--- src/sv/mceb_pkg.sv ---
// Shared types, constants and helpers of the color expansion blitter.
// No dependencies; every module of the block imports this package.
`timescale 1ns / 1ps
`default_nettype none

package mceb_pkg;

  localparam int COORD_W  = 12;
  localparam int DIM_W    = 13;
  localparam int STATE_W  = 13;
  localparam int ADDR_W   = 27;
  localparam int COLOR_W  = 24;
  localparam int MASK_W   = 8;
  localparam int BIT_W    = 3;
  localparam int STRIDE_W = 15;
  localparam int APB_AW   = 5;
  localparam int APB_DW   = 32;

  localparam int FIFO_DEPTH_DEF = 4;

  // Item kinds on the input channel
  localparam logic MODE_SETUP = 1'b0;
  localparam logic MODE_MASK  = 1'b1;

  localparam logic [BIT_W-1:0] BIT_FIRST = 3'd7;
  localparam logic [BIT_W-1:0] BIT_LAST  = 3'd0;

  // Register reset values
  localparam logic [COORD_W-1:0] CLIP_X_RST = 12'd0;
  localparam logic [COORD_W-1:0] CLIP_Y_RST = 12'd0;
  localparam logic [DIM_W-1:0]   CLIP_W_RST = 13'd1024;
  localparam logic [DIM_W-1:0]   CLIP_H_RST = 13'd768;
  localparam logic [DIM_W-1:0]   SURF_W_RST = 13'd1024;
  localparam logic [COLOR_W-1:0] FG_RST     = 24'hFFFFFF;
  localparam logic [COLOR_W-1:0] BG_RST     = 24'h000000;

  typedef enum logic [2:0] {
    REG_CLIP_X   = 3'd0,
    REG_CLIP_Y   = 3'd1,
    REG_CLIP_W   = 3'd2,
    REG_CLIP_H   = 3'd3,
    REG_SURF_W   = 3'd4,
    REG_FG_COLOR = 3'd5,
    REG_BG_COLOR = 3'd6
  } reg_idx_t;

  typedef enum logic {
    KIND_SETUP = 1'b0,
    KIND_MASK  = 1'b1
  } kind_t;

  typedef struct packed {
    logic               mode;
    logic [COORD_W-1:0] start_x;
    logic [COORD_W-1:0] start_y;
    logic [COORD_W-1:0] rect_width;
    logic [COORD_W-1:0] rect_height;
    logic [MASK_W-1:0]  mask_byte;
  } in_item_t;

  typedef struct packed {
    logic [ADDR_W-1:0]  pixel_address;
    logic [COLOR_W-1:0] pixel_color;
    logic               run_last;
    logic               rect_done;
  } out_item_t;

  typedef struct packed {
    logic [COORD_W-1:0] clip_x;
    logic [COORD_W-1:0] clip_y;
    logic [DIM_W-1:0]   clip_w;
    logic [DIM_W-1:0]   clip_h;
    logic [DIM_W-1:0]   surface_width;
    logic [COLOR_W-1:0] fg_color;
    logic [COLOR_W-1:0] bg_color;
  } cfg_t;

  // One classified item between front and back
  typedef struct packed {
    kind_t              kind;
    logic               rect_ok;
    logic [STATE_W-1:0] cols;
    logic [STATE_W-1:0] rows;
    logic [ADDR_W-1:0]  base;
    logic [MASK_W-1:0]  mask;
  } q_entry_t;

  // Byte distance between two rows: surface_width * 3
  function automatic logic [STRIDE_W-1:0] row_stride(input logic [DIM_W-1:0] sw);
    row_stride = {2'b00, sw} + {1'b0, sw, 1'b0};
  endfunction

endpackage

`default_nettype wire

--- src/sv/mceb_regs.sv ---
// APB-style configuration registers of the blitter.
// Depends on mceb_pkg for the register map and the cfg_t bundle.
`timescale 1ns / 1ps
`default_nettype none

module mceb_regs (
  input  wire logic                      clk,
  input  wire logic                      rst_n,
  input  wire logic                      psel,
  input  wire logic                      penable,
  input  wire logic                      pwrite,
  input  wire logic [mceb_pkg::APB_AW-1:0] paddr,
  input  wire logic [mceb_pkg::APB_DW-1:0] pwdata,
  output logic      [mceb_pkg::APB_DW-1:0] prdata,
  output logic                           pready,
  output mceb_pkg::cfg_t                 cfg
);
  import mceb_pkg::*;

  cfg_t     cfg_r;
  logic     wr_en;
  reg_idx_t idx;

  assign pready = 1'b1;
  assign wr_en  = psel && penable && pwrite;
  assign idx    = reg_idx_t'(paddr[4:2]);
  assign cfg    = cfg_r;

  // Write on the access phase; out-of-map indexes are dropped
  always_ff @(posedge clk) begin
    if (!rst_n) begin
      cfg_r.clip_x        <= CLIP_X_RST;
      cfg_r.clip_y        <= CLIP_Y_RST;
      cfg_r.clip_w        <= CLIP_W_RST;
      cfg_r.clip_h        <= CLIP_H_RST;
      cfg_r.surface_width <= SURF_W_RST;
      cfg_r.fg_color      <= FG_RST;
      cfg_r.bg_color      <= BG_RST;
    end else if (wr_en) begin
      case (idx)
        REG_CLIP_X:   cfg_r.clip_x        <= pwdata[COORD_W-1:0];
        REG_CLIP_Y:   cfg_r.clip_y        <= pwdata[COORD_W-1:0];
        REG_CLIP_W:   cfg_r.clip_w        <= pwdata[DIM_W-1:0];
        REG_CLIP_H:   cfg_r.clip_h        <= pwdata[DIM_W-1:0];
        REG_SURF_W:   cfg_r.surface_width <= pwdata[DIM_W-1:0];
        REG_FG_COLOR: cfg_r.fg_color      <= pwdata[COLOR_W-1:0];
        REG_BG_COLOR: cfg_r.bg_color      <= pwdata[COLOR_W-1:0];
        default: ;
      endcase
    end
  end

  // Read mux
  always_comb begin
    case (idx)
      REG_CLIP_X:   prdata = {20'd0, cfg_r.clip_x};
      REG_CLIP_Y:   prdata = {20'd0, cfg_r.clip_y};
      REG_CLIP_W:   prdata = {19'd0, cfg_r.clip_w};
      REG_CLIP_H:   prdata = {19'd0, cfg_r.clip_h};
      REG_SURF_W:   prdata = {19'd0, cfg_r.surface_width};
      REG_FG_COLOR: prdata = {8'd0, cfg_r.fg_color};
      REG_BG_COLOR: prdata = {8'd0, cfg_r.bg_color};
      default:      prdata = '0;
    endcase
  end

endmodule

`default_nettype wire

--- src/sv/mceb_front.sv ---
// Front end: accepts items, clips setup rectangles and computes the start
// address, then pushes classified entries to the queue. Uses mceb_pkg.
`timescale 1ns / 1ps
`default_nettype none

module mceb_front (
  input  wire logic               clk,
  input  wire logic               rst_n,
  input  wire logic               in_valid,
  output logic                    in_stall,
  input  wire mceb_pkg::in_item_t in_data,
  input  wire mceb_pkg::cfg_t     cfg,
  output logic                    q_push,
  output mceb_pkg::q_entry_t      q_data,
  input  wire logic               q_full
);
  import mceb_pkg::*;

  // Stage A: classified item
  logic               a_valid_r, a_valid_nxt;
  kind_t              a_kind_r;
  logic               a_ok_r;
  logic [STATE_W-1:0] a_cols_r, a_rows_r, a_ocol_r, a_orow_r;
  logic [MASK_W-1:0]  a_mask_r;

  logic                     a_load;
  logic signed [DIM_W+1:0]  room_w, room_h, want_w, want_h, len_w, len_h;
  logic                     rect_ok;
  logic [STRIDE_W-1:0]      stride;
  logic [ADDR_W:0]          prod;
  logic [STRIDE_W-1:0]      ocol3;

  assign in_stall = a_valid_r && q_full;
  assign a_load   = in_valid && !in_stall;
  assign q_push   = a_valid_r && !q_full;

  // Clip the requested size against the room left in the clip region
  always_comb begin
    room_w  = $signed({2'b00, cfg.clip_w}) - $signed({3'b000, in_data.start_x});
    room_h  = $signed({2'b00, cfg.clip_h}) - $signed({3'b000, in_data.start_y});
    want_w  = $signed({3'b000, in_data.rect_width});
    want_h  = $signed({3'b000, in_data.rect_height});
    len_w   = (room_w < want_w) ? room_w : want_w;
    len_h   = (room_h < want_h) ? room_h : want_h;
    rect_ok = (len_w > 15'sd0) && (len_h > 15'sd0);
  end

  assign a_valid_nxt = a_load || (a_valid_r && !q_push);

  always_ff @(posedge clk) begin
    if (!rst_n) begin
      a_valid_r <= 1'b0;
    end else begin
      a_valid_r <= a_valid_nxt;
    end
  end

  // Capture the classified item; hold while the queue is full
  always_ff @(posedge clk) begin
    if (a_load) begin
      a_kind_r <= (in_data.mode == MODE_MASK) ? KIND_MASK : KIND_SETUP;
      a_ok_r   <= rect_ok;
      a_cols_r <= len_w[STATE_W-1:0];
      a_rows_r <= len_h[STATE_W-1:0];
      a_ocol_r <= {1'b0, in_data.start_x} + {1'b0, cfg.clip_x};
      a_orow_r <= {1'b0, in_data.start_y} + {1'b0, cfg.clip_y};
      a_mask_r <= in_data.mask_byte;
    end
  end

  // Stage B: start address = origin_row * stride + origin_col * 3
  assign stride = row_stride(cfg.surface_width);
  assign prod   = {15'd0, a_orow_r} * {13'd0, stride};
  assign ocol3  = {1'b0, a_ocol_r, 1'b0} + {2'b00, a_ocol_r};

  always_comb begin
    q_data.kind    = a_kind_r;
    q_data.rect_ok = a_ok_r;
    q_data.cols    = a_cols_r;
    q_data.rows    = a_rows_r;
    q_data.base    = prod[ADDR_W-1:0] + {12'd0, ocol3};
    q_data.mask    = a_mask_r;
  end

endmodule

`default_nettype wire

--- src/sv/mceb_fifo.sv ---
// Short queue of classified entries between front and back ends.
// Uses mceb_pkg for the entry type.
`timescale 1ns / 1ps
`default_nettype none

module mceb_fifo #(
  parameter int DEPTH = mceb_pkg::FIFO_DEPTH_DEF
) (
  input  wire logic               clk,
  input  wire logic               rst_n,
  input  wire logic               push,
  input  wire mceb_pkg::q_entry_t push_data,
  output logic                    full,
  input  wire logic               pop,
  output mceb_pkg::q_entry_t      head,
  output logic                    empty
);
  import mceb_pkg::*;

  localparam int PTR_W = (DEPTH > 1) ? $clog2(DEPTH) : 1;
  localparam int CNT_W = $clog2(DEPTH + 1);

  q_entry_t           mem_r [DEPTH];
  logic [PTR_W-1:0]   wr_ptr_r, wr_ptr_nxt, rd_ptr_r, rd_ptr_nxt;
  logic [CNT_W-1:0]   count_r, count_nxt;
  logic               do_push, do_pop;

  assign full    = (count_r == CNT_W'(DEPTH));
  assign empty   = (count_r == '0);
  assign do_push = push && !full;
  assign do_pop  = pop && !empty;
  assign head    = mem_r[rd_ptr_r];

  // Advance pointers with wrap at the depth
  always_comb begin
    wr_ptr_nxt = wr_ptr_r;
    rd_ptr_nxt = rd_ptr_r;
    count_nxt  = count_r;
    if (do_push) begin
      wr_ptr_nxt = (wr_ptr_r == PTR_W'(DEPTH - 1)) ? '0 : wr_ptr_r + 1'b1;
    end
    if (do_pop) begin
      rd_ptr_nxt = (rd_ptr_r == PTR_W'(DEPTH - 1)) ? '0 : rd_ptr_r + 1'b1;
    end
    if (do_push && !do_pop) begin
      count_nxt = count_r + 1'b1;
    end else if (do_pop && !do_push) begin
      count_nxt = count_r - 1'b1;
    end
  end

  always_ff @(posedge clk) begin
    if (!rst_n) begin
      wr_ptr_r <= '0;
      rd_ptr_r <= '0;
      count_r  <= '0;
    end else begin
      wr_ptr_r <= wr_ptr_nxt;
      rd_ptr_r <= rd_ptr_nxt;
      count_r  <= count_nxt;
    end
  end

  always_ff @(posedge clk) begin
    if (do_push) begin
      mem_r[wr_ptr_r] <= push_data;
    end
  end

endmodule

`default_nettype wire

--- src/sv/mceb_back.sv ---
// Back end: holds the rectangle walk and expands mask bytes into one pixel
// write per cycle while not stalled, through an output register. Uses mceb_pkg.
`timescale 1ns / 1ps
`default_nettype none

module mceb_back (
  input  wire logic               clk,
  input  wire logic               rst_n,
  input  wire mceb_pkg::q_entry_t q_head,
  input  wire logic               q_empty,
  output logic                    q_pop,
  input  wire mceb_pkg::cfg_t     cfg,
  output logic                    out_valid,
  input  wire logic               out_stall,
  output mceb_pkg::out_item_t     out_data
);
  import mceb_pkg::*;

  // Control
  logic               active_r, active_nxt;
  logic               busy_r, busy_nxt;
  logic               out_valid_r, out_valid_nxt;
  // Walk state and byte in progress
  logic [BIT_W-1:0]   bit_r, bit_nxt;
  logic [MASK_W-1:0]  byte_r, byte_nxt;
  logic [STATE_W-1:0] cols_r, cols_nxt, rows_r, rows_nxt;
  logic [STATE_W-1:0] col_r, col_nxt, row_r, row_nxt;
  logic [ADDR_W-1:0]  row_addr_r, row_addr_nxt, pix_addr_r, pix_addr_nxt;
  out_item_t          out_data_r, out_data_nxt;

  logic               can_emit, head_setup, head_mask, emit;
  logic [MASK_W-1:0]  cur_byte;
  logic [BIT_W-1:0]   cur_bit;
  logic [STATE_W-1:0] col_inc, row_inc;
  logic               col_last, done, run_last;
  logic [ADDR_W-1:0]  next_row_addr;

  assign can_emit   = !out_valid_r || !out_stall;
  assign head_setup = !q_empty && (q_head.kind == KIND_SETUP);
  assign head_mask  = !q_empty && (q_head.kind == KIND_MASK);
  assign emit       = busy_r ? can_emit : (head_mask && active_r && can_emit);
  assign q_pop      = !busy_r && (head_setup || (head_mask && (!active_r || can_emit)));

  assign cur_byte = busy_r ? byte_r : q_head.mask;
  assign cur_bit  = busy_r ? bit_r : BIT_FIRST;

  // Position of the pixel after this one
  assign col_inc       = col_r + 1'b1;
  assign row_inc       = row_r + 1'b1;
  assign col_last      = (col_inc >= cols_r);
  assign done          = col_last && (row_inc >= rows_r);
  assign run_last      = (cur_bit == BIT_LAST) || done;
  assign next_row_addr = row_addr_r + {12'd0, row_stride(cfg.surface_width)};

  always_comb begin
    active_nxt    = active_r;
    busy_nxt      = busy_r;
    bit_nxt       = bit_r;
    byte_nxt      = byte_r;
    cols_nxt      = cols_r;
    rows_nxt      = rows_r;
    col_nxt       = col_r;
    row_nxt       = row_r;
    row_addr_nxt  = row_addr_r;
    pix_addr_nxt  = pix_addr_r;
    out_data_nxt  = out_data_r;
    out_valid_nxt = emit || (out_valid_r && out_stall);

    // Setup: restart the walk, or drop the rectangle if clipped away
    if (q_pop && head_setup) begin
      active_nxt   = q_head.rect_ok;
      cols_nxt     = q_head.cols;
      rows_nxt     = q_head.rows;
      col_nxt      = '0;
      row_nxt      = '0;
      row_addr_nxt = q_head.base;
      pix_addr_nxt = q_head.base;
    end

    // Pixel: write the output register and step in raster order
    if (emit) begin
      out_data_nxt.pixel_address = pix_addr_r;
      out_data_nxt.pixel_color   = cur_byte[cur_bit] ? cfg.fg_color : cfg.bg_color;
      out_data_nxt.run_last      = run_last;
      out_data_nxt.rect_done     = done;
      byte_nxt = cur_byte;
      bit_nxt  = cur_bit - 1'b1;
      busy_nxt = !run_last;
      if (col_last) begin
        col_nxt      = '0;
        row_nxt      = row_inc;
        row_addr_nxt = next_row_addr;
        pix_addr_nxt = next_row_addr;
      end else begin
        col_nxt      = col_inc;
        pix_addr_nxt = pix_addr_r + 27'd3;
      end
      if (done) begin
        active_nxt = 1'b0;
      end
    end
  end

  always_ff @(posedge clk) begin
    if (!rst_n) begin
      active_r    <= 1'b0;
      busy_r      <= 1'b0;
      out_valid_r <= 1'b0;
    end else begin
      active_r    <= active_nxt;
      busy_r      <= busy_nxt;
      out_valid_r <= out_valid_nxt;
    end
  end

  always_ff @(posedge clk) begin
    bit_r      <= bit_nxt;
    byte_r     <= byte_nxt;
    cols_r     <= cols_nxt;
    rows_r     <= rows_nxt;
    col_r      <= col_nxt;
    row_r      <= row_nxt;
    row_addr_r <= row_addr_nxt;
    pix_addr_r <= pix_addr_nxt;
    out_data_r <= out_data_nxt;
  end

  assign out_valid = out_valid_r;
  assign out_data  = out_data_r;

endmodule

`default_nettype wire

--- src/sv/mono_color_expand_blit.sv ---
// Top level of the monochrome color expansion blitter.
// Depends on mceb_pkg, mceb_regs, mceb_front, mceb_fifo and mceb_back.
//
// A setup item clips a rectangle against the clip region and fixes its
// surface origin; each following mask byte turns into up to eight pixel
// writes (address, color) in raster order, one per clock unless the output
// stalls, set by the single pixel stepper in the back end; a setup item or
// a byte that arrives with no rectangle pending yields no pixel write. The
// front end clips and computes the start address in one register stage and
// takes a new item every cycle until the entry queue (FIFO_DEPTH entries)
// fills, so the input keeps flowing while results wait on a stalled output.
// An item reaches its first pixel through the front-end register, the entry
// queue and the back-end output register. The user must write configuration
// through the APB port while the block is idle; the block does not enforce it.
`timescale 1ns / 1ps
`default_nettype none

module mono_color_expand_blit #(
  parameter int FIFO_DEPTH = mceb_pkg::FIFO_DEPTH_DEF
) (
  input  wire logic                        clk,
  input  wire logic                        rst_n,
  input  wire logic                        in_valid,
  output logic                             in_stall,
  input  wire mceb_pkg::in_item_t          in_data,
  output logic                             out_valid,
  input  wire logic                        out_stall,
  output mceb_pkg::out_item_t              out_data,
  input  wire logic                        psel,
  input  wire logic                        penable,
  input  wire logic                        pwrite,
  input  wire logic [mceb_pkg::APB_AW-1:0] paddr,
  input  wire logic [mceb_pkg::APB_DW-1:0] pwdata,
  output logic      [mceb_pkg::APB_DW-1:0] prdata,
  output logic                             pready
);
  import mceb_pkg::*;

  cfg_t     cfg;
  q_entry_t q_in, q_head;
  logic     q_push, q_pop, q_full, q_empty;

  mceb_regs u_regs (
    .clk     (clk),
    .rst_n   (rst_n),
    .psel    (psel),
    .penable (penable),
    .pwrite  (pwrite),
    .paddr   (paddr),
    .pwdata  (pwdata),
    .prdata  (prdata),
    .pready  (pready),
    .cfg     (cfg)
  );

  mceb_front u_front (
    .clk      (clk),
    .rst_n    (rst_n),
    .in_valid (in_valid),
    .in_stall (in_stall),
    .in_data  (in_data),
    .cfg      (cfg),
    .q_push   (q_push),
    .q_data   (q_in),
    .q_full   (q_full)
  );

  mceb_fifo #(
    .DEPTH (FIFO_DEPTH)
  ) u_fifo (
    .clk       (clk),
    .rst_n     (rst_n),
    .push      (q_push),
    .push_data (q_in),
    .full      (q_full),
    .pop       (q_pop),
    .head      (q_head),
    .empty     (q_empty)
  );

  mceb_back u_back (
    .clk       (clk),
    .rst_n     (rst_n),
    .q_head    (q_head),
    .q_empty   (q_empty),
    .q_pop     (q_pop),
    .cfg       (cfg),
    .out_valid (out_valid),
    .out_stall (out_stall),
    .out_data  (out_data)
  );

endmodule

`default_nettype wire

--- config.mk ---
export PLATFORM = sky130hd
export DESIGN_NAME = mono_color_expand_blit
export DESIGN_NICKNAME = d
export VERILOG_FILES = /design/src/sv/mceb_pkg.sv /design/src/sv/mceb_regs.sv /design/src/sv/mceb_front.sv /design/src/sv/mceb_fifo.sv /design/src/sv/mceb_back.sv /design/src/sv/mono_color_expand_blit.sv
export SDC_FILE = /design/constraint.sdc
export NUM_CORES = 1
export LEC_CHECK = 0
export BUFFER_PORTS_ARGS = -buffer_cell sky130_fd_sc_hd__buf_2
export CORE_MARGIN = 1
export CORE_UTILIZATION = 45
export DETAILED_ROUTE_END_ITERATION = 16
export GPL_TIMING_DRIVEN = 0
export HOLD_SLACK_MARGIN = 0.15
export PLACE_DENSITY = 0.68
export SYNTH_ARGS = -nofsm -noshare
export SYNTH_HDL_FRONTEND = slang
export SYNTH_SLANG_ARGS = --single-unit
--- constraint.sdc ---
create_clock -name clk -period 12.4 [get_ports clk]
set_input_delay 2.48 -clock clk [delete_from_list [all_inputs] [get_ports clk]]
set_output_delay 2.48 -clock clk [all_outputs]
set_load 0.03 [all_outputs]
# == Word-level counts from Yosys, hierarchy flattened ==
# Memories as Yosys holds them, arrays and structs flattened. A register that Yosys moved wholly into a read port is not among the register bits.
# Index checks and enable logic that the tools add are counted.
# word_totals
regBits,354
ram_bits,252
elab_cells,150
input_bits,101
out_inout_bits,88
memories,1
# classes
muxes,33
multipliers,1
reduce_logical,49
n_addsub,16
magnitude_cmp,7
eq_ne,9
bitwise_logic,1
# mem_list
name,depth,width,rd,rd_ports_with_merged_regs,write_ports,line,text
u_fifo.mem_r,4,63,1,1,1,mceb_fifo.sv:23,q_entry_t mem_r [DEPTH];
# op_table
cell,n
24-bit case mux with 7 select lines,1
27-bit 2-to-1 mux,6
13-bit 2-to-1 mux,6
27-bit by 15-bit adder with 27-bit output,2
"15-bit by 1-bit > comparator with 1-bit output, second input constant",2
15-bit by 13-bit less-than comparator with 1-bit output,2
15-bit 2-to-1 mux,2
13-bit by 12-bit subtractor with 14-bit output,2
"27-bit by 2-bit adder with 27-bit output, second input constant",1
13-bit by 15-bit multiplier with 27-bit output,1
12-bit by 12-bit adder with 13-bit output,2
"13-bit by 1-bit adder with 13-bit output, second input constant",2
13-bit greater-or-equal comparator,2
24-bit 2-to-1 mux,1
1-bit logical AND,20
13-bit by 14-bit adder with 15-bit output,1
14-bit by 13-bit adder with 15-bit output,1
2-bit AND reduction,7
"3-bit == test, second input constant",4
1-bit logical NOT,11
3-bit logical NOT,3
3-bit 2-to-1 mux,3
1-bit 2-to-1 mux,8
2-bit 2-to-1 mux,4
12 further kinds,22

# == Logic depth before layout (Yosys ltp) ==
# depth
word_depth,10
mapped_depth,33
mapped_depth_nobuf,32

# == Hierarchy ==
# A second synthesis with hierarchy kept.
# unflattened
cells_unflattened,3207
hier_area_um2,37029.3
# modules_own_cells
module,area_per_inst_um2,cells_each,instances
mceb_front,12761.0,1390,1
mceb_fifo,9643.0,380,1
mceb_back,9479.1,884,1
mceb_regs,5146.2,553,1

# == Worst setup path after synthesis ==
# Ideal clock, no wire load.
# synth_timing
path_type,in2reg
start,input port in_data[44] in the netlist's numbering
end,"register u_front.a_ok_r, data pin"
t_required_ps,12135
path_slack_ps,4921
path_stages,24
arrival_time_ps,7215
path_buffers,1
setup_ps,265
cell_sequence,ha_1 inv_1 fa_1 a211oi_1 o21ai_0 a31oi_1 o21bai_1 xnor2_1 inv_1 ha_1 a21o_1 a21oi_1 nor2b_1 o31a_1 a2111o_1 ha_1 clkbuf_1 mux2_2 nor3_1 nor3b_1 o2111ai_1 or4_1 o41ai_2 a21oi_1
# synth_between
elab_chain_len,5
# synth_lines
item,line,text
"start, declared",mono_color_expand_blit.sv:25,"input wire mceb_pkg::in_item_t in_data,"
13-bit by 12-bit subtractor with 14-bit output (*),mceb_front.sv:39,"room_w = $signed({2'b00, cfg.clip_w}) - $signed({3'b000, in_data.start_x});"
15-bit by 13-bit less-than comparator with 1-bit output,mceb_front.sv:43,len_w = (room_w < want_w) ? room_w : want_w;
15-bit 2-to-1 mux (*),mceb_front.sv:43,
net u_front.len_w[1],mceb_front.sv:27,"logic signed [DIM_W+1:0] room_w, room_h, want_w, want_h, len_w, len_h;"
15-bit by 1-bit > comparator with 1-bit output (*),mceb_front.sv:45,rect_ok = (len_w > 15'sd0) && (len_h > 15'sd0);
1-bit logical AND (*),mceb_front.sv:45,
net u_front.rect_ok,mceb_front.sv:28,logic rect_ok;
"end signal, assigned",mceb_front.sv:62,a_ok_r <= rect_ok;
"end, declared",mceb_front.sv:22,logic a_ok_r;
# Mark *: on every way through the listed nets, which the timed path passes. The rest lies on a longest branch.
# A chain may end at the register's enable or synchronous reset.

==> impl_results.md <==
- Status: finished, final reports clean
- Setup TNS: 0 ns
- CP dominant cell by count: fa_1
- Postcts setup bufs: 0
- CP max stage delay: slightly above 0.7 ns
- Initial Utilization: 45.5%
- I/O pin cnt: around 190
- Area delta synth->final: 12.4%
- Cts hold-fix bufs: 0
- Post-synth top area share: between 30% and 40%
- Final GP Congestion: 0.945
- WL/cell: roughly 20 um
- Num CTS Buffers: 66
- CP Launch Type: flip-flop
- Yosys warnings: 0
- HP Class: reg2reg
- Synth Instances: approximately 3,200
- Most common cell after layout, fill and taps aside: edfxtp_1
- Final HPWL DP: between 60 and 70 mm
- Post-Route WL: ~90 mm
- IO Port Bufs: roughly 170
- Main synth FF type: edfxtp_1
- Clock sinks: 608
- Clock share of power: between 20% and 30%
- Clock buffer depth: 3
- Latest clock arrival within the worst-skew pair: ~0.6 ns
- F_max: roughly 110 MHz
- RSZ-0062 raised after global routing: false
- H-tree lvl count: 3
- All-Layer GR Usage: 22.5%
- Leakage: ~16 nW
- Die ar.: between 0.08 and 0.09 mm2
- Clk_skew: around 0.045 ns
- Cell area after synthesis: about 0.036 mm2
- Resized Gates After CTS: 0
- CP Capture Type: flip-flop
- Seq/Total Area, Yosys: ~46%
- Synth top area cells: edfxtp_1 (37%), fa_1 (9.6%), dfxtp_1 (9.1%)
- Vias per cell: between 5 and 6
- Final Net Count: 3,927
- Worst EP required: around 13 ns
- Post-synthesis async set-or-reset flop share: 0%
- Final-report max-slew violation count: 0
- CTS Root Cell: clkbuf_16
- Vias: approximately 24,000
- Die Y: between 200 and 300 um
- Number of synthesized register bits: 608
- Max cap viols: 0
- Switch share: between 30% and 40%
- Max VDD drop: between 0.0001 and 0.00015 V
- Final Hold Viols: 0
- Fin crit share: between 70 and 80%
- DR pass1 iterations: 5
- Multi-input logic area: about 0.018 mm2
- Fraction of layout cells with a size suffix above 1: 12.3%
- Num rows: about 100
- First-pass GRT wire length: about 140 mm
- Setup violations, final: 0
- Post-Layout Cell Count: 4,530
- Sequential Power Share: about two fifths
- CTS tree: yes
- GRT overflow: 0
- Post-synth EDFFs: roughly 440
- Power Density: 182 mW/mm2
- Synth area leader: edfxtp_1
- Avg Cell Area, Syn: around 11 um2
- Critical path class: reg2reg
- Core footprint: a little under 0.08 mm2
- Most frequent cells in the layout: edfxtp_1 (444), nand2_1 (443), inv_1 (283)
- Worst slew pin tran: around 1.3 ns
- Int Power: between 0.004 and 0.005 W
- DRC viols: 0
- CP Data Arrival Time: about 9.4 ns
- Crit-path max FO: 10
- Crit-path slowest cell: dfxtp_1
- Dpl cells: around 4,400
- Post-layout min period: roughly 9 ns
- Vias in the first global route: approximately 24,000
- Die W: between 200 and 300 um
- Worst slew margin: 10.0%
- Combinational fraction of design power: 33.8%
- Worst-path clk slew: ~0.06 ns
- Net Sw Power: roughly 0.0025 W
- Largest net degree at the start of global routing: 50
- Seq. cell area: ~0.017 mm2
- Antenna-violating nets left: 0
- # fillers: a little under 7,000
- Initial DRC Count: ~1,900
- Netlist cell types: 71
- Initial antenna violation count: 6
[critical path, delay by kind of cell, from the launching register on]
kind                       cells  cell delay [ns]
xor gates and xnor gates       2             0.74
adders and majority gates      9             4.04
and+or+nand+nor                4             0.49
buffers and inverters          5             0.92
AOI/OAI and AO/OA             10             1.84
DFF                            1             0.71
[logic make-up (layout without fill, tap and decap cells)]
kind of cell	count (synthesis)	after routing	share of synthesized area, %
simple gates	976	976	12.6
flops	608	608	46.2
mux	166	166	7.20
fa+ha+maj	397	397	17.4
other cells	2	11	0.0209
buf+inv	418	709	4.49
compound gates	481	481	8.83
xor+xnor	132	132	3.22
[power by group through the flow]
stage	combinational [W]	sequential [W]	clock (W)
after floorplan	0.00164	0.00301	0
after global placement	0.00240	0.00297	0
after detailed placement	0.00247	0.00296	0
after CTS	0.00249	0.00292	0.00198
after global routing	0.00273	0.00296	0.00205
final	0.00249	0.00292	0.00194
[metrics by stage]
stage | hold slack (ns) | setup slack (ns) | instance area [um2] | utilization (%) | total power [W]
floorplan | 0.449 | 4.92 | 36000 | - | 0.00465
global placement | 0.456 | 3.49 | 38100 | 48.3 | 0.00537
detailed placement | 0.474 | 3.41 | 38300 | 48.5 | 0.00543
CTS | 0.475 | 3.43 | 40400 | 51.2 | 0.00738
global route | 0.498 | 2.70 | 40400 | 51.2 | 0.00774
finish | 0.477 | 3.41 | 40400 | 51.2 | 0.00735
[registers in the layout, indices dropped and copies added, names as in the netlist, 13 cells and up, named ones only]
register           flops
u_back.col_r          13
u_back.cols_r         13
u_back.out_data       53
u_back.pix_addr_r     27
u_back.row_addr_r     27
u_back.row_r          13
u_back.rows_r         13
u_fifo.mem_r         252
u_front.a_cols_r      13
u_front.a_ocol_r      13
u_front.a_orow_r      13
u_front.a_rows_r      13
u_regs.cfg           111
[layout make-up]
class | instances | share of cell area (%)
Buffer | 135 | 1.37
Clock buffer | 88 | 4.44
Antenna cell | 2 | 0.0124
Multi-Input combinational cell | 2161 | 44.0
Timing Repair Buffer | 174 | 2.45
Clock inverter | 29 | 0.780
Tap cell | 1050 | 3.25
Sequential cell | 608 | 41.1
Inverter | 283 | 2.63
[path summary, 6_finish.rpt]
path / end / slack (ns) / startpoint / cells after the start
setup / recovery: u_fifo.mem_r[1][34] / 3.41 / u_regs.cfg[48] / 30
hold reg to reg: u_back.out_data[47] / 0.48 / u_back.pix_addr_r[21] / 0
hold / removal: u_back.out_data[47] / 0.48 / u_back.pix_addr_r[21] / 0
setup reg to reg: u_fifo.mem_r[1][34] / 3.41 / u_regs.cfg[48] / 30
[layer usage]
layer	global-route usage, %	part of all wire, %	vias to the layer above
li1	-	-	11600
met1	30.2	44	11800
met2	36.5	46	879
met3	3.61	6.3	179
met4	8.82	3.8	8
met5	0	0.063	-
[Yosys cell counts (15+ instances only)]
cell        n
a21o_1     34
xnor2_1    89
clkbuf_1  105
a211oi_1   16
a22oi_1    15
and2_1    116
ha_1      225
o21ai_0   103
fa_1      172
nor2_1    137
xor2_1     43
mux2_2     50
o21a_1     22
a31oi_1    27
a21boi_0   70
mux2i_1    47
nand2_1   444
edfxtp_1  444
nor3_1     40
nor2b_1    66
and3_1     39
nand3_1    70
mux4_2     69
inv_1     283
a21oi_1   106
o21bai_1   17
dfxtp_1   164
Power figures use the tool's default switching activity.
